$ cat config.mk
export PLATFORM = sky130hd
export DESIGN_NAME = lmr_ram
export DESIGN_NICKNAME = d
export VERILOG_FILES = /design/src/rtl/lmr_ram.sv
export SDC_FILE = /design/constraint.sdc
export NUM_CORES = 1
export LEC_CHECK = 0
export BUFFER_PORTS_ARGS = -buffer_cell sky130_fd_sc_hd__buf_2
export CAP_MARGIN = 20
export CORE_UTILIZATION = 54
export DETAILED_ROUTE_END_ITERATION = 10
export PLACE_DENSITY = 0.74
export SKIP_LAST_GASP = 1
export SYNTH_ARGS = -nofsm -noshare
export SYNTH_HDL_FRONTEND = slang
export SYNTH_SLANG_ARGS = --single-unit
$ cat constraint.sdc
create_clock -name i_clk -period 1.9 [get_ports i_clk]
set_input_delay 0.285 -clock i_clk [delete_from_list [all_inputs] [get_ports i_clk]]
set_output_delay 0.285 -clock i_clk [all_outputs]
set_load 0.02 [all_outputs]
$ cat src/rtl/lmr_ram.sv
module lmr_ram #(
    parameter int WIDTH = 8,
    parameter int DEPTH = 16
) (
    input  logic                     i_clk,
    input  logic                     i_we,
    input  logic [$clog2(DEPTH)-1:0] i_waddr,
    input  logic [WIDTH-1:0]         i_wdata,
    input  logic [$clog2(DEPTH)-1:0] i_raddr,
    output logic [WIDTH-1:0]         o_rdata
);

    logic [WIDTH-1:0] r_mem [DEPTH];
    logic [WIDTH-1:0] r_rdata;

    always_ff @(posedge i_clk) begin
        if (i_we) begin
            r_mem[i_waddr] <= i_wdata;
        end
        r_rdata <= r_mem[i_raddr];
    end

    assign o_rdata = r_rdata;

endmodule

### Word level (Yosys, flattened, before mapping)

Memory sizes are Yosys's and may differ from the RTL's. A register that Yosys moved wholly into a read port is not among the register bits.
Index checks and enable logic that the tools add are counted.

* output and inout port bits: 8
* memory bits (writable): 128
* memories: 1
* register bits: 0
* latch bits: 0
* logic and storage cells: 3
* memory bits (read-only): 0

* div/mod/pow operators: 0
* reductions and logical operators: 0
* $add $sub $neg: 0
* multipliers: 0
* bitwise logic cells: 0
* shift-type cells: 0
* mux-type cells: 2
* equality and inequality tests: 0
* order comparisons: 0

Memories
* r_mem: words 16, bits a word 8, rd ports 1, clocked after Yosys merged registers in 1, write ports 1, RTL line 13 `logic [WIDTH-1:0] r_mem [DEPTH];`

Operator list (count)
* two-way mux 1 bit: 2

### Longest topological paths before layout

* depth after elaboration: 2
* mapped depth: 5
* depth with buffers taken out: 3

### Worst setup path before layout

Ideal clock, no wire load.

* kind: input -> register
* from: input port i_waddr[2]
* to: memory r_mem[0][0] (enable)
* arrival: 1395 ps
* required time: 1517 ps
* path slack: 122 ps
* stages: 2
* path through: or3b_2 > nor3_1

RTL lines
* start, declared: RTL line 7 `input logic [$clog2(DEPTH)-1:0] i_waddr,`
* end, declared: RTL line 13

Straight into the memory's write port.

==> impl_metrics.ini <==
[place]
dp_slack_ns = 0.223
gp_congestion = 0.849
placedCellCount = 399
hpwl_mm = 6.15
port_buffers = 25

[pwr]
leakagePower_uw = 0.00215
power.density_nw_per_um2 = 1160
max-vdd-ir-drop_uv = 567

[detailed_routing]
drc_errors = 0
drt-vias-per-instance = 5.85
antenna_left = 0
vias = 2520
dr.first_iter.drc_count = 151
wl_per_cell_um = 23.4
dr.pass1.iters = 4
wl_mm = 10.1

[critical_path]
cpMaxStageDelayCell = mux4_1
critPathKind = flip-flop to flip-flop
end_kind = flip-flop
cp.arrival_ns = 1.77
crit_required_ns = 2.30
critical_path_buf_inv_count = 0
cp-start-kind = flip-flop
crit_fanout = 1
cp_cell_sequence = mux4_1 -> a22oi_1 -> nand2_1
critical-path-top-delay-family = multiplexers
cp_slowest_stage_delay_ns = 0.54

[clocking]
numCtsBuffers = 17
tritoncts = yes
cts_root_buf = clkbuf_8
cts_setup_buffers = 0
clkSinkCount = 136
cts-htree-levels = 4
ctsResizeCount = 0
hold_buffers = 0
cts_buffer_depth = 2
path_clk_slew_ns = 0.06
clkLatencyLatePin_ns = 0.52

[timing]
finalWorstSetupSlack_ns = 0.531
period_minus_slack_ns = 1.37
finalSetupTns_ns = 0
timing.slew.headroom = 0.730
fmax_mhz = 731
hold_viol = 0
setup_violations = 0
clock_skew_ns = 0.00844
worstMarginPinSlew_ns = 0.405
rsz0062_at_grt = false
drv_slew = 0
period_share = 0.720

[logic_synthesis]
syn_nets = 247
synth_cells = 229
yosysWarnings = 0
ys_seq_area_frac = 0.778
syn_avg_cell_area_um2 = 22.5
ys_seq_elements = 136
ys_types = 19
syn_area_um2 = 5150

[floorplanning]
die_h_um = 99.6
design.portCount = 26
fp.dieW_um = 99.6
core.rowCount = 35
die_area_um2 = 9930
core_um2 = 9240
start_util = 0.557

[finish]
diodes = 0
mostFrequentLayoutCell = edfxtp_1
nets = 307
syn_to_final_growth_pct = 20.7
final_layout_size_suffix_gt1_frac = 0.331
final_cell_mix = 128 x edfxtp_1, 25 x buf_2, 23 x buf_4
fin_cells = 431

[flow_run]
max_cap_viol_count = 0

[global_routing]
grt_start_max_net_pins = 20
grt_antenna_before_repair = 0
grt_use_met2 = 0.367
first_global_vias = 2554
busiest_layer = met2
grt_use_met3 = 0.0527
overflow = 0
use_met1 = 0.294
grtUsageTotal = 0.227
grt_first_pass_wirelength_mm = 15.2

[run_status]
status = complete, no violations

[worst_hold_path]
hold_path_class = input port to flip-flop
-- where the power goes --
| group | switching, µW | internal [µW] | total, µW |
|---|---|---|---|
| logic | 200 | 144 | 344 |
| clock network | 1170 | 2300 | 3460 |
| registers | 20.9 | 3350 | 3380 |
| total | 1390 | 5790 | 7180 |
-- stage by stage --
step | power, µW | hold WS, ns | cell area, µm² | util
5_1_grt | 7360 | 0.143 | 6210 | 0.673
3_3_place_gp | 3770 | 0.651 | 5580 | 0.604
2_1_floorplan | 3630 | 0.384 | 5150 | -
6_report | 7180 | 0.153 | 6210 | 0.673
4_1_cts | 7210 | 0.132 | 6210 | 0.673
3_5_place_dp | 3780 | 0.666 | 5580 | 0.604
-- flip-flops by register name, summed over array words and instances (netlist names) --
signal,cells
o_rdata,8
r_mem,128
-- layout make-up --
| type | count | area [µm²] |
|---|---|---|
| Clock buffer | 20 | 435 |
| Multi-Input combinational cell | 83 | 1060 |
| Tap cell | 129 | 161 |
| Clock inverter | 12 | 199 |
| Sequential cell | 136 | 4000 |
| Fill cell | 569 | 3030 |
| Timing Repair Buffer | 51 | 358 |
-- synth_stat cells (all sizes together) --
| cell | n | area [µm²] |
|---|---|---|
| buf | 7 | 56.3 |
| dfxtp | 8 | 160 |
| mux4 | 32 | 773 |
| or3b | 1 | 8.76 |
| a22oi | 16 | 120 |
| nor2 | 13 | 48.8 |
| clkdlybuf4s25 | 3 | 30.0 |
| and2 | 1 | 6.26 |
| edfxtp | 128 | 3840 |
| and2b | 1 | 7.51 |
| nand3b | 2 | 15.0 |
| nor2b | 1 | 6.26 |
| nor3 | 4 | 20.0 |
| nand2 | 9 | 33.8 |
| nand2b | 2 | 12.5 |
| nand3 | 1 | 5.00 |
-- routing by layer --
layer,vias to the layer above,wire [µm]
li1,1093,-
met1,1307,4130
met2,106,5160
met3,14,605
met4,0,182
met5,-,0
-- cell families after synthesis --
kind of cell,count (synthesis),synth area share
simple gates,35,0.0318
mux,32,0.150
compound gates,16,0.0233
buf+inv,10,0.0168
flops,136,0.778
-- final timing paths --
check                    startpoint                      to  slack [ns]  depth (start not counted)
max           r_mem[4][2]$_DFFE_PP_      o_rdata[2]$_DFF_P_        0.53                          3
min                      i_wdata[0]  r_mem[11][0]$_DFFE_PP_        0.15                          1
max reg2reg   r_mem[4][2]$_DFFE_PP_      o_rdata[2]$_DFF_P_        0.53                          3
min reg2reg  r_mem[15][0]$_DFFE_PP_      o_rdata[0]$_DFF_P_        0.68                          3
(Power assumes the default switching activity.)
