--- src/rtl/lmr_pkg.sv ---
package lmr_pkg;

    localparam int SLOTS       = 4;
    localparam int MSG_BYTES   = 1024;

    localparam int SLOT_W      = $clog2(SLOTS);
    localparam int CNT_W       = $clog2(SLOTS + 1);
    localparam int POS_W       = $clog2(MSG_BYTES + 1);
    localparam int BYTE_W      = $clog2(MSG_BYTES);
    localparam int STORE_AW    = 1 + SLOT_W + BYTE_W;
    localparam int STORE_DEPTH = 2 * (2 ** SLOT_W) * (2 ** BYTE_W);
    localparam int LEN_AW      = 1 + SLOT_W;
    localparam int LEN_DEPTH   = 2 * (2 ** SLOT_W);

    localparam logic [CNT_W-1:0]  SLOTS_C     = CNT_W'(SLOTS);
    localparam logic [SLOT_W-1:0] SLOT_LAST   = SLOT_W'(SLOTS - 1);
    localparam logic [POS_W-1:0]  MSG_BYTES_C = POS_W'(MSG_BYTES);

    localparam logic CMD_SEND = 1'b0;
    localparam logic CMD_RECV = 1'b1;

    localparam logic [1:0] ST_OK    = 2'd0;
    localparam logic [1:0] ST_EMPTY = 2'd1;
    localparam logic [1:0] ST_TRUNC = 2'd2;
    localparam logic [1:0] ST_DROP  = 2'd3;

    typedef enum logic {
        S_IDLE,
        S_EXEC
    } t_state;

    typedef struct packed {
        logic       command;
        logic       channel;
        logic [7:0] data_in;
        logic       end_of_message;
    } t_req;

    typedef struct packed {
        logic [7:0] data_out;
        logic       last_byte;
        logic [1:0] status;
    } t_rsp;

    typedef struct packed {
        logic                we;
        logic [STORE_AW-1:0] waddr;
        logic [7:0]          wdata;
        logic [STORE_AW-1:0] raddr;
    } t_store_port;

    typedef struct packed {
        logic              we;
        logic [LEN_AW-1:0] waddr;
        logic [POS_W-1:0]  wdata;
        logic [LEN_AW-1:0] raddr;
    } t_len_port;

endpackage

--- src/rtl/lmr_ctrl.sv ---
module lmr_ctrl (
    input  logic                        i_clk,
    input  logic                        i_rst_n,
    input  logic                        start,
    output logic                        busy,
    input  lmr_pkg::t_req               i_req,
    output logic                        o_valid,
    output lmr_pkg::t_rsp               o_rsp,
    output lmr_pkg::t_store_port        o_store,
    input  logic [7:0]                  i_store_rdata,
    output lmr_pkg::t_len_port          o_len,
    input  logic [lmr_pkg::POS_W-1:0]   i_len_rdata
);

    lmr_pkg::t_state r_state, n_state;

    logic [lmr_pkg::SLOT_W-1:0] r_head  [2];
    logic [lmr_pkg::SLOT_W-1:0] n_head  [2];
    logic [lmr_pkg::CNT_W-1:0]  r_count [2];
    logic [lmr_pkg::CNT_W-1:0]  n_count [2];
    logic [lmr_pkg::POS_W-1:0]  r_wpos  [2];
    logic [lmr_pkg::POS_W-1:0]  n_wpos  [2];
    logic [lmr_pkg::POS_W-1:0]  r_rpos  [2];
    logic [lmr_pkg::POS_W-1:0]  n_rpos  [2];

    lmr_pkg::t_req r_req;
    logic          r_ring;
    lmr_pkg::t_rsp r_rsp, n_rsp;
    logic          r_valid, n_valid;

    logic accept;
    logic exec;
    logic in_ring;

    logic [lmr_pkg::SLOT_W-1:0] head;
    logic [lmr_pkg::SLOT_W-1:0] head_nx;
    logic [lmr_pkg::CNT_W-1:0]  cnt;
    logic [lmr_pkg::CNT_W-1:0]  cnt_new;
    logic [lmr_pkg::POS_W-1:0]  wpos;
    logic [lmr_pkg::POS_W-1:0]  wpos_new;
    logic [lmr_pkg::POS_W-1:0]  rpos;
    logic [lmr_pkg::POS_W-1:0]  rpos_inc;
    logic [lmr_pkg::SLOT_W:0]   slot_sum;
    logic [lmr_pkg::SLOT_W-1:0] slot;

    // next state
    always_comb begin
        n_state = r_state;
        case (r_state)
            lmr_pkg::S_IDLE: begin
                if (start) begin
                    n_state = lmr_pkg::S_EXEC;
                end
            end
            lmr_pkg::S_EXEC: n_state = lmr_pkg::S_IDLE;
            default:         n_state = lmr_pkg::S_IDLE;
        endcase
    end

    // state outputs
    always_comb begin
        busy = 1'b0;
        exec = 1'b0;
        case (r_state)
            lmr_pkg::S_IDLE: begin
                busy = 1'b0;
                exec = 1'b0;
            end
            lmr_pkg::S_EXEC: begin
                busy = 1'b1;
                exec = 1'b1;
            end
            default: begin
                busy = 1'b0;
                exec = 1'b0;
            end
        endcase
    end

    assign accept = start & ~busy;

    // sends land in the opposite ring
    assign in_ring = (i_req.command == lmr_pkg::CMD_SEND) ? ~i_req.channel : i_req.channel;

    assign head     = r_head[r_ring];
    assign cnt      = r_count[r_ring];
    assign wpos     = r_wpos[r_ring];
    assign rpos     = r_rpos[r_ring];
    assign head_nx  = (head == lmr_pkg::SLOT_LAST) ? '0 : head + 1'b1;
    assign rpos_inc = rpos + 1'b1;

    // slot under assembly is head + count wrapped; a drop leaves it at the old head
    assign slot_sum = (lmr_pkg::SLOT_W + 1)'(head) + (lmr_pkg::SLOT_W + 1)'(cnt);
    assign slot     = (slot_sum >= (lmr_pkg::SLOT_W + 1)'(lmr_pkg::SLOTS))
                    ? lmr_pkg::SLOT_W'(slot_sum - (lmr_pkg::SLOT_W + 1)'(lmr_pkg::SLOTS))
                    : lmr_pkg::SLOT_W'(slot_sum);

    always_comb begin
        n_head  = r_head;
        n_count = r_count;
        n_wpos  = r_wpos;
        n_rpos  = r_rpos;
        n_rsp   = '0;
        n_valid = 1'b0;
        cnt_new  = cnt;
        wpos_new = wpos;

        // reads are issued at accept from settled ring state
        o_store.raddr = {in_ring, r_head[in_ring], r_rpos[in_ring][lmr_pkg::BYTE_W-1:0]};
        o_len.raddr   = {in_ring, r_head[in_ring]};

        o_store.we    = 1'b0;
        o_store.waddr = {r_ring, slot, wpos[lmr_pkg::BYTE_W-1:0]};
        o_store.wdata = r_req.data_in;
        o_len.we      = 1'b0;
        o_len.waddr   = {r_ring, slot};
        o_len.wdata   = wpos;

        if (exec) begin
            n_valid = 1'b1;
            n_rsp.status = lmr_pkg::ST_OK;
            if (r_req.command == lmr_pkg::CMD_SEND) begin
                if (wpos == '0 && cnt >= lmr_pkg::SLOTS_C) begin
                    n_head[r_ring] = head_nx;
                    n_rpos[r_ring] = '0;
                    cnt_new        = cnt - 1'b1;
                    n_rsp.status   = lmr_pkg::ST_DROP;
                end
                if (wpos < lmr_pkg::MSG_BYTES_C) begin
                    o_store.we = 1'b1;
                    wpos_new   = wpos + 1'b1;
                end else begin
                    n_rsp.status = lmr_pkg::ST_TRUNC;
                end
                if (r_req.end_of_message) begin
                    o_len.we    = 1'b1;
                    o_len.wdata = wpos_new;
                    cnt_new     = cnt_new + 1'b1;
                    wpos_new    = '0;
                end
                n_count[r_ring] = cnt_new;
                n_wpos[r_ring]  = wpos_new;
            end else begin
                if (cnt == '0) begin
                    n_rsp.status = lmr_pkg::ST_EMPTY;
                end else begin
                    n_rsp.data_out = i_store_rdata;
                    if (rpos_inc >= i_len_rdata) begin
                        n_rsp.last_byte = 1'b1;
                        n_head[r_ring]  = head_nx;
                        n_count[r_ring] = cnt - 1'b1;
                        n_rpos[r_ring]  = '0;
                    end else begin
                        n_rpos[r_ring] = rpos_inc;
                    end
                end
            end
        end
    end

    always_ff @(posedge i_clk) begin
        if (!i_rst_n) begin
            r_state <= lmr_pkg::S_IDLE;
            r_valid <= 1'b0;
            for (int i = 0; i < 2; i++) begin
                r_head[i]  <= '0;
                r_count[i] <= '0;
                r_wpos[i]  <= '0;
                r_rpos[i]  <= '0;
            end
        end else begin
            r_state <= n_state;
            r_valid <= n_valid;
            r_head  <= n_head;
            r_count <= n_count;
            r_wpos  <= n_wpos;
            r_rpos  <= n_rpos;
        end
    end

    always_ff @(posedge i_clk) begin
        if (accept) begin
            r_req  <= i_req;
            r_ring <= in_ring;
        end
        r_rsp <= n_rsp;
    end

    assign o_valid = r_valid;
    assign o_rsp   = r_rsp;

endmodule

--- config.mk ---
export PLATFORM = sky130hd
export DESIGN_NAME = lmr_ctrl
export DESIGN_NICKNAME = d
export VERILOG_FILES = /design/src/rtl/lmr_pkg.sv /design/src/rtl/lmr_ctrl.sv
export SDC_FILE = /design/constraint.sdc
export NUM_CORES = 1
export LEC_CHECK = 0
export BUFFER_PORTS_ARGS = -buffer_cell sky130_fd_sc_hd__buf_2
export CAP_MARGIN = 40
export CORE_MARGIN = 4
export CORE_UTILIZATION = 50
export DETAILED_ROUTE_END_ITERATION = 10
export MAX_ROUTING_LAYER = met4
export PLACE_DENSITY = 0.77
export REMOVE_ABC_BUFFERS = 1
export SLEW_MARGIN = 20
export SYNTH_ARGS = -nofsm -noshare
export SYNTH_HDL_FRONTEND = slang
export SYNTH_SLANG_ARGS = --single-unit
--- constraint.sdc ---
create_clock -name i_clk -period 3.7 [get_ports i_clk]
set_input_delay 0.74 -clock i_clk [delete_from_list [all_inputs] [get_ports i_clk]]
set_output_delay 0.74 -clock i_clk [all_outputs]
set_load 0.02 [all_outputs]
# [Word-level counts from Yosys, hierarchy flattened]
# Index checks and enable logic that the tools add are counted.
[totals] elab_cells=124 out_inout_bits=66 register_bits=78 in_bits=33
[op_classes] addsub=7 order_cmp=7 eq_ne=3 muxes=71 n_bitwise=9 n_reduce_logical=10
[ops] operator="two-way mux 11 bit" count=14
[ops] operator="two-way mux 22 bit" count=4
[ops] operator="bitwise mux 22 bit" count=2
[ops] operator="two-way mux 10 bit" count=3
[ops] operator="two-way mux 3 bit" count=10
[ops] operator="two-way mux 2 bit" count=12
[ops] operator="adder 11 x 1 -> 11 bit, second input constant" count=2
[ops] operator="AND 22 bit" count=1
[ops] operator="NOT 22 bit" count=1
[ops] operator="two-way mux 6 bit" count=3
[ops] operator="two-way mux 4 bit" count=4
[ops] operator="bitwise mux 6 bit" count=2
[ops] operator="demux 11 bit (select 1 bit)" count=1
[ops] operator=">= comparator 11 bit" count=1
[ops] operator="zero test 11 bit" count=1
[ops] operator="less-than comparator 11 bit, second input constant" count=1
[ops] operator="two-way mux 1 bit" count=11
[ops] operator=">= comparator 3 bit, second input constant" count=2
[ops] operator="AND reduction 3 bit" count=2
[ops] operator="bitwise mux 4 bit" count=1
[ops] operator=">= comparator 2 bit, second input constant" count=2
[ops] operator="NOT 1 bit" count=4
[ops] operator="NOT 1 -> 2 bit" count=2
[ops] operator="case mux 1 bit (2 select lines)" count=2
[ops] operator="18 further kinds" count=19

# [Depth between registers and ports, before layout]
[logic_depth] ltp_word=15 mapped_depth=18 depth_no_buf=13

# [Worst setup path after synthesis]
# No wires, ideal clock.
[synth_path] path_type="flip-flop to flip-flop" start="register r_ring" end="register r_head[2] (netlist name)" synth_period_minus_slack_ps=3574 slack_ps=126 t_arrival_ps=3503 path_stages_with_launch=18 setup_time_ps=70 t_required_ps=3630 n_path_buf=4 path_cell_list="edfxtp_1 buf_6 buf_6 buf_6 buf_4 mux2_2 ha_1 inv_1 a21oi_1 nand3_1 xor2_1 ha_1 o211ai_1 a221o_1 o21a_1 o21a_1 or3_1 a21oi_1"
[synth_between] elab_chain_cells=10 elab_cells_between_ends=36 cone_classes="add/sub (2); order compare (4); eq/ne (3); mux (20); bitwise (1); reduce/logical (6)"
[synth_lines] item="start, declared" line="lmr_ctrl.sv:27" source="logic r_ring;"
[synth_lines] item="start signal, assigned" line="lmr_ctrl.sv:184" source="r_ring <= in_ring;"
[synth_lines] item="NOT 1 -> 2 bit (not written as such) *"
[synth_lines] item="branches (longest 9 deep; another with adder 11 x 1 -> 11 bit)"
[synth_lines] item="end signal, assigned" line="lmr_ctrl.sv:174" source="r_head <= n_head;"
[synth_lines] item="end, declared" line="lmr_ctrl.sv:17" source="logic [lmr_pkg::SLOT_W-1:0] r_head [2];"
# Mark *: on every way between the ends. The select of a mux whose other input is x is not followed.
# A chain may end at the register's enable or synchronous reset.

==> flow_summary.json <==
{
  "cp-end-kind": "output port",
  "post-route-util_pct": 59.11,
  "async_reset_ff_share_pct": 0,
  "vias_per_cell": 5.633,
  "antenna_cells": 0,
  "crit_path_max_fanout": 33,
  "worstPathRequired_ns": 2.96,
  "clk_latency_ns": 0.35,
  "finalClockSkew_ns": 0.01203,
  "grt_pass1_vias": 4198,
  "r2r_cells": 13,
  "postCtsHoldBufs": 0,
  "clock.fmax_mhz": 279.9,
  "syn_inst": 570,
  "fillerInstances": 850,
  "arrival_ns": 2.83,
  "layout_common_cells": "buf_2 (98), nand2_1 (93), dfxtp_1 (67)",
  "area_growth_pct": 14.58,
  "multi_input_area_um2": 2718,
  "timing.final.crit_share_pct": 96.57,
  "fin_crit_ns": 3.573,
  "syn_avg_cell_area_um2": 8.403,
  "start_util_pct": 51.59,
  "antenna_found_initial": 0,
  "grt_max_degree": 34,
  "worst_pin_slew_ns": 0.8223,
  "first_pass_iters": 5,
  "crit_type": "reg -> out",
  "fin_cells": 782,
  "io_pins": 99,
  "portBuffers": 98,
  "netlist_area_um2": 4790,
  "status": "finished, final reports clean",
  "dp_hpwl_um": 9309,
  "ys_seq_area_share_pct": 34.90,
  "synth_flop_cell": "dfxtp_1",
  "dp.cells": 766,
  "core-area_um2": 9284,
  "dpl_cell_area_um2": 5286,
  "vias": 4405,
  "min_from": "r_wpos[12]",
  "r2r_setup_slack_ns": 0.23,
  "worstSetupStartpointType": "flop",
  "slew_violations": 0,
  "num_rows": 35,
  "hold_violations": 0,
  "ant_nets": 0,
  "nets": 699,
  "hold_path_class": "reg -> reg",
  "fin_area_um2": 5488,
  "fp.dieW_um": 105.9,
  "h-tree-depth": 3,
  "clkSlewWorstSetupHoldPaths_ns": 0.08,
  "power.total_uw": 1690,
  "totalWireLength_um": 12580,
  "place_congestion": 0.9238,
  "yosys_warnings": 0,
  "worstReg2RegStart": "r_ring",
  "synth.distinct_cells": 65,
  "drive_above_1_share_pct": 22.05,
  "slew-limit-headroom_pct": 45.17,
  "worst_hold_path.num_cells": 2,
  "grt_overflow": 0,
  "rsz0062_at_grt": "no",
  "clockRootBuffer": "clkbuf_8",
  "grt_usage_pct": 22.96,
  "synth_edf_count": 11,
  "ys_ff_latch": 78,
  "powerDensity_nw_per_um2": 308.0,
  "timing.max_cap.violations": 0,
  "die_h_um": 105.9,
  "regArea_um2": 1672,
  "wl_per_cell_um": 16.08,
  "final_common_cell": "buf_2",
  "ir_drop_mv": 0.2145,
  "drc": 0,
  "finalSetupViolations": 0,
  "clockBufferDepth": 2,
  "die_area_um2": 11210,
  "hold_end": "r_wpos[12]",
  "drt_iter0_markers": 397,
  "r2r_end": "r_head[0]",
  "p_leak_uw": 0.002472,
  "cts_sinks": 78,
  "grt_pass1_wl_um": 20590,
  "cts_made_buffers": 9,
  "cts_tree": "yes"
}
layout make-up:
cell class	count	share of cell area (%)
clock buffers	13	2.918
clock inverters	3	0.3648
flip-flops and latches	78	30.46
multi-input cells	415	49.52
inverters	33	2.257
repair buffers	111	11.54
well taps	129	2.941
cells in the mapped netlist, types with 2 or more instances:
cell type  count  share of area (%)
a211o_1        2               0.37
a211oi_1       9                1.4
a21boi_0       2               0.31
a21oi_1       52                5.4
a221o_1        2               0.42
a221oi_1       2               0.37
a22oi_1        5               0.78
a31oi_1        6               0.78
a32o_1         2               0.42
and2_1        11                1.4
and3_1         5               0.65
buf_2          5               0.52
buf_4         18                2.8
buf_6          6                1.4
clkbuf_1      13                1.0
dfxtp_1       67                 28
edfxtp_1      11                6.9
ha_1          18                4.7
inv_1         32                2.5
mux2_2         4               0.94
mux2i_1       22                4.6
mux2i_4        2               0.94
nand2_1       93                7.3
nand2b_1       2               0.26
nand3_1       33                3.4
nand3_2        2               0.42
nand3b_1       6               0.94
nand3b_4       2               0.84
nand4_1        3               0.39
nor2_1        33                2.6
nor2b_1        3               0.39
nor3_1         7               0.73
nor4_1         2               0.26
nor4b_1        2               0.37
o211a_1        4               0.84
o211ai_1       3               0.47
o21a_1         6               0.94
o21ai_0        7               0.73
o221ai_1       2               0.37
o22ai_1        2               0.26
o31ai_1        3               0.47
or3_1          6               0.78
xnor2_1       26                4.8
xor2_1         6                1.1
what timing repair did:
item	4_1_cts	5_1_grt
pin swaps	0	1
setup endpoints to repair	3	4
resized for setup	2	6
setup buffers	0	0
registers in the layout, indices dropped and copies added, names as in the netlist:
signal,flops
r_rpos,22
r_wpos,22
o_rsp,11
o_store,8
r_count,6
r_head,4
r_req,2
o_valid,1
r_ring,1
r_state,1
power by group:
| part | switching (uW) | leakage (uW) | internal (uW) |
|---|---|---|---|
| clock | 313 | 0.0000848 | 285 |
| sequential | 11.5 | 0.000646 | 873 |
| combinational | 131 | 0.00174 | 77.8 |
per-layer routing:
metal | track usage (%) | up-vias | part of all wire [%]
met3 | 3.368 | 21 | 7.9
met5 | - | - | 0
met1 | 28.72 | 2057 | 41
met4 | 7.216 | 0 | 1.5
li1 | - | 2124 | -
met2 | 38.39 | 203 | 49
cell families (layout without fill, tap and decap cells):
kind of cell,Yosys count,count (layout),synth area share (%)
buffers and inverters,77,160,8.542
adder cells (fa/ha/maj),18,18,4.702
AO/OA/AOI/OAI,120,120,16.82
XOR/XNOR,33,33,6.322
AND/OR/NAND/NOR,215,215,21.94
flip-flops,78,78,34.90
multiplexers,29,29,6.766
per-stage QoR:
stage          hold WS (ns)  TNS [ns]  setup slack (ns)
5_1_grt              0.4887         0          0.004637
6_report             0.4706         0            0.1270
4_1_cts              0.4589         0           0.02224
3_3_place_gp         0.4424         0            0.2405
2_1_floorplan        0.4357    -30.44           -0.9094
3_5_place_dp         0.4491         0            0.1916
critical path, cell delays in order (launching register included):
cell and delay [ns]:
edfxtp_1 0.47, buf_12 0.26, mux2i_2 0.43, inv_1 0.14
ha_1 0.26, inv_1 0.17, a211oi_4 0.08, and2b_2 0.25
nand3_1 0.11, xnor2_1 0.11, buf_2 0.18
how the worst max path moves through the flow:
stage	from	to	slack [ns]	cells past startpoint
floorplan	r_ring	r_rpos[5]	-0.91	13
global placement	r_ring	r_rpos[16]	0.24	8
detailed placement	r_ring	r_count[1]	0.19	12
CTS	r_ring	o_len[11]	0.02	10
global route	r_ring	o_len[11]	0.005	10
finish	r_ring	o_len[11]	0.13	10
Note: power is estimated with default switching activity, not from simulation.
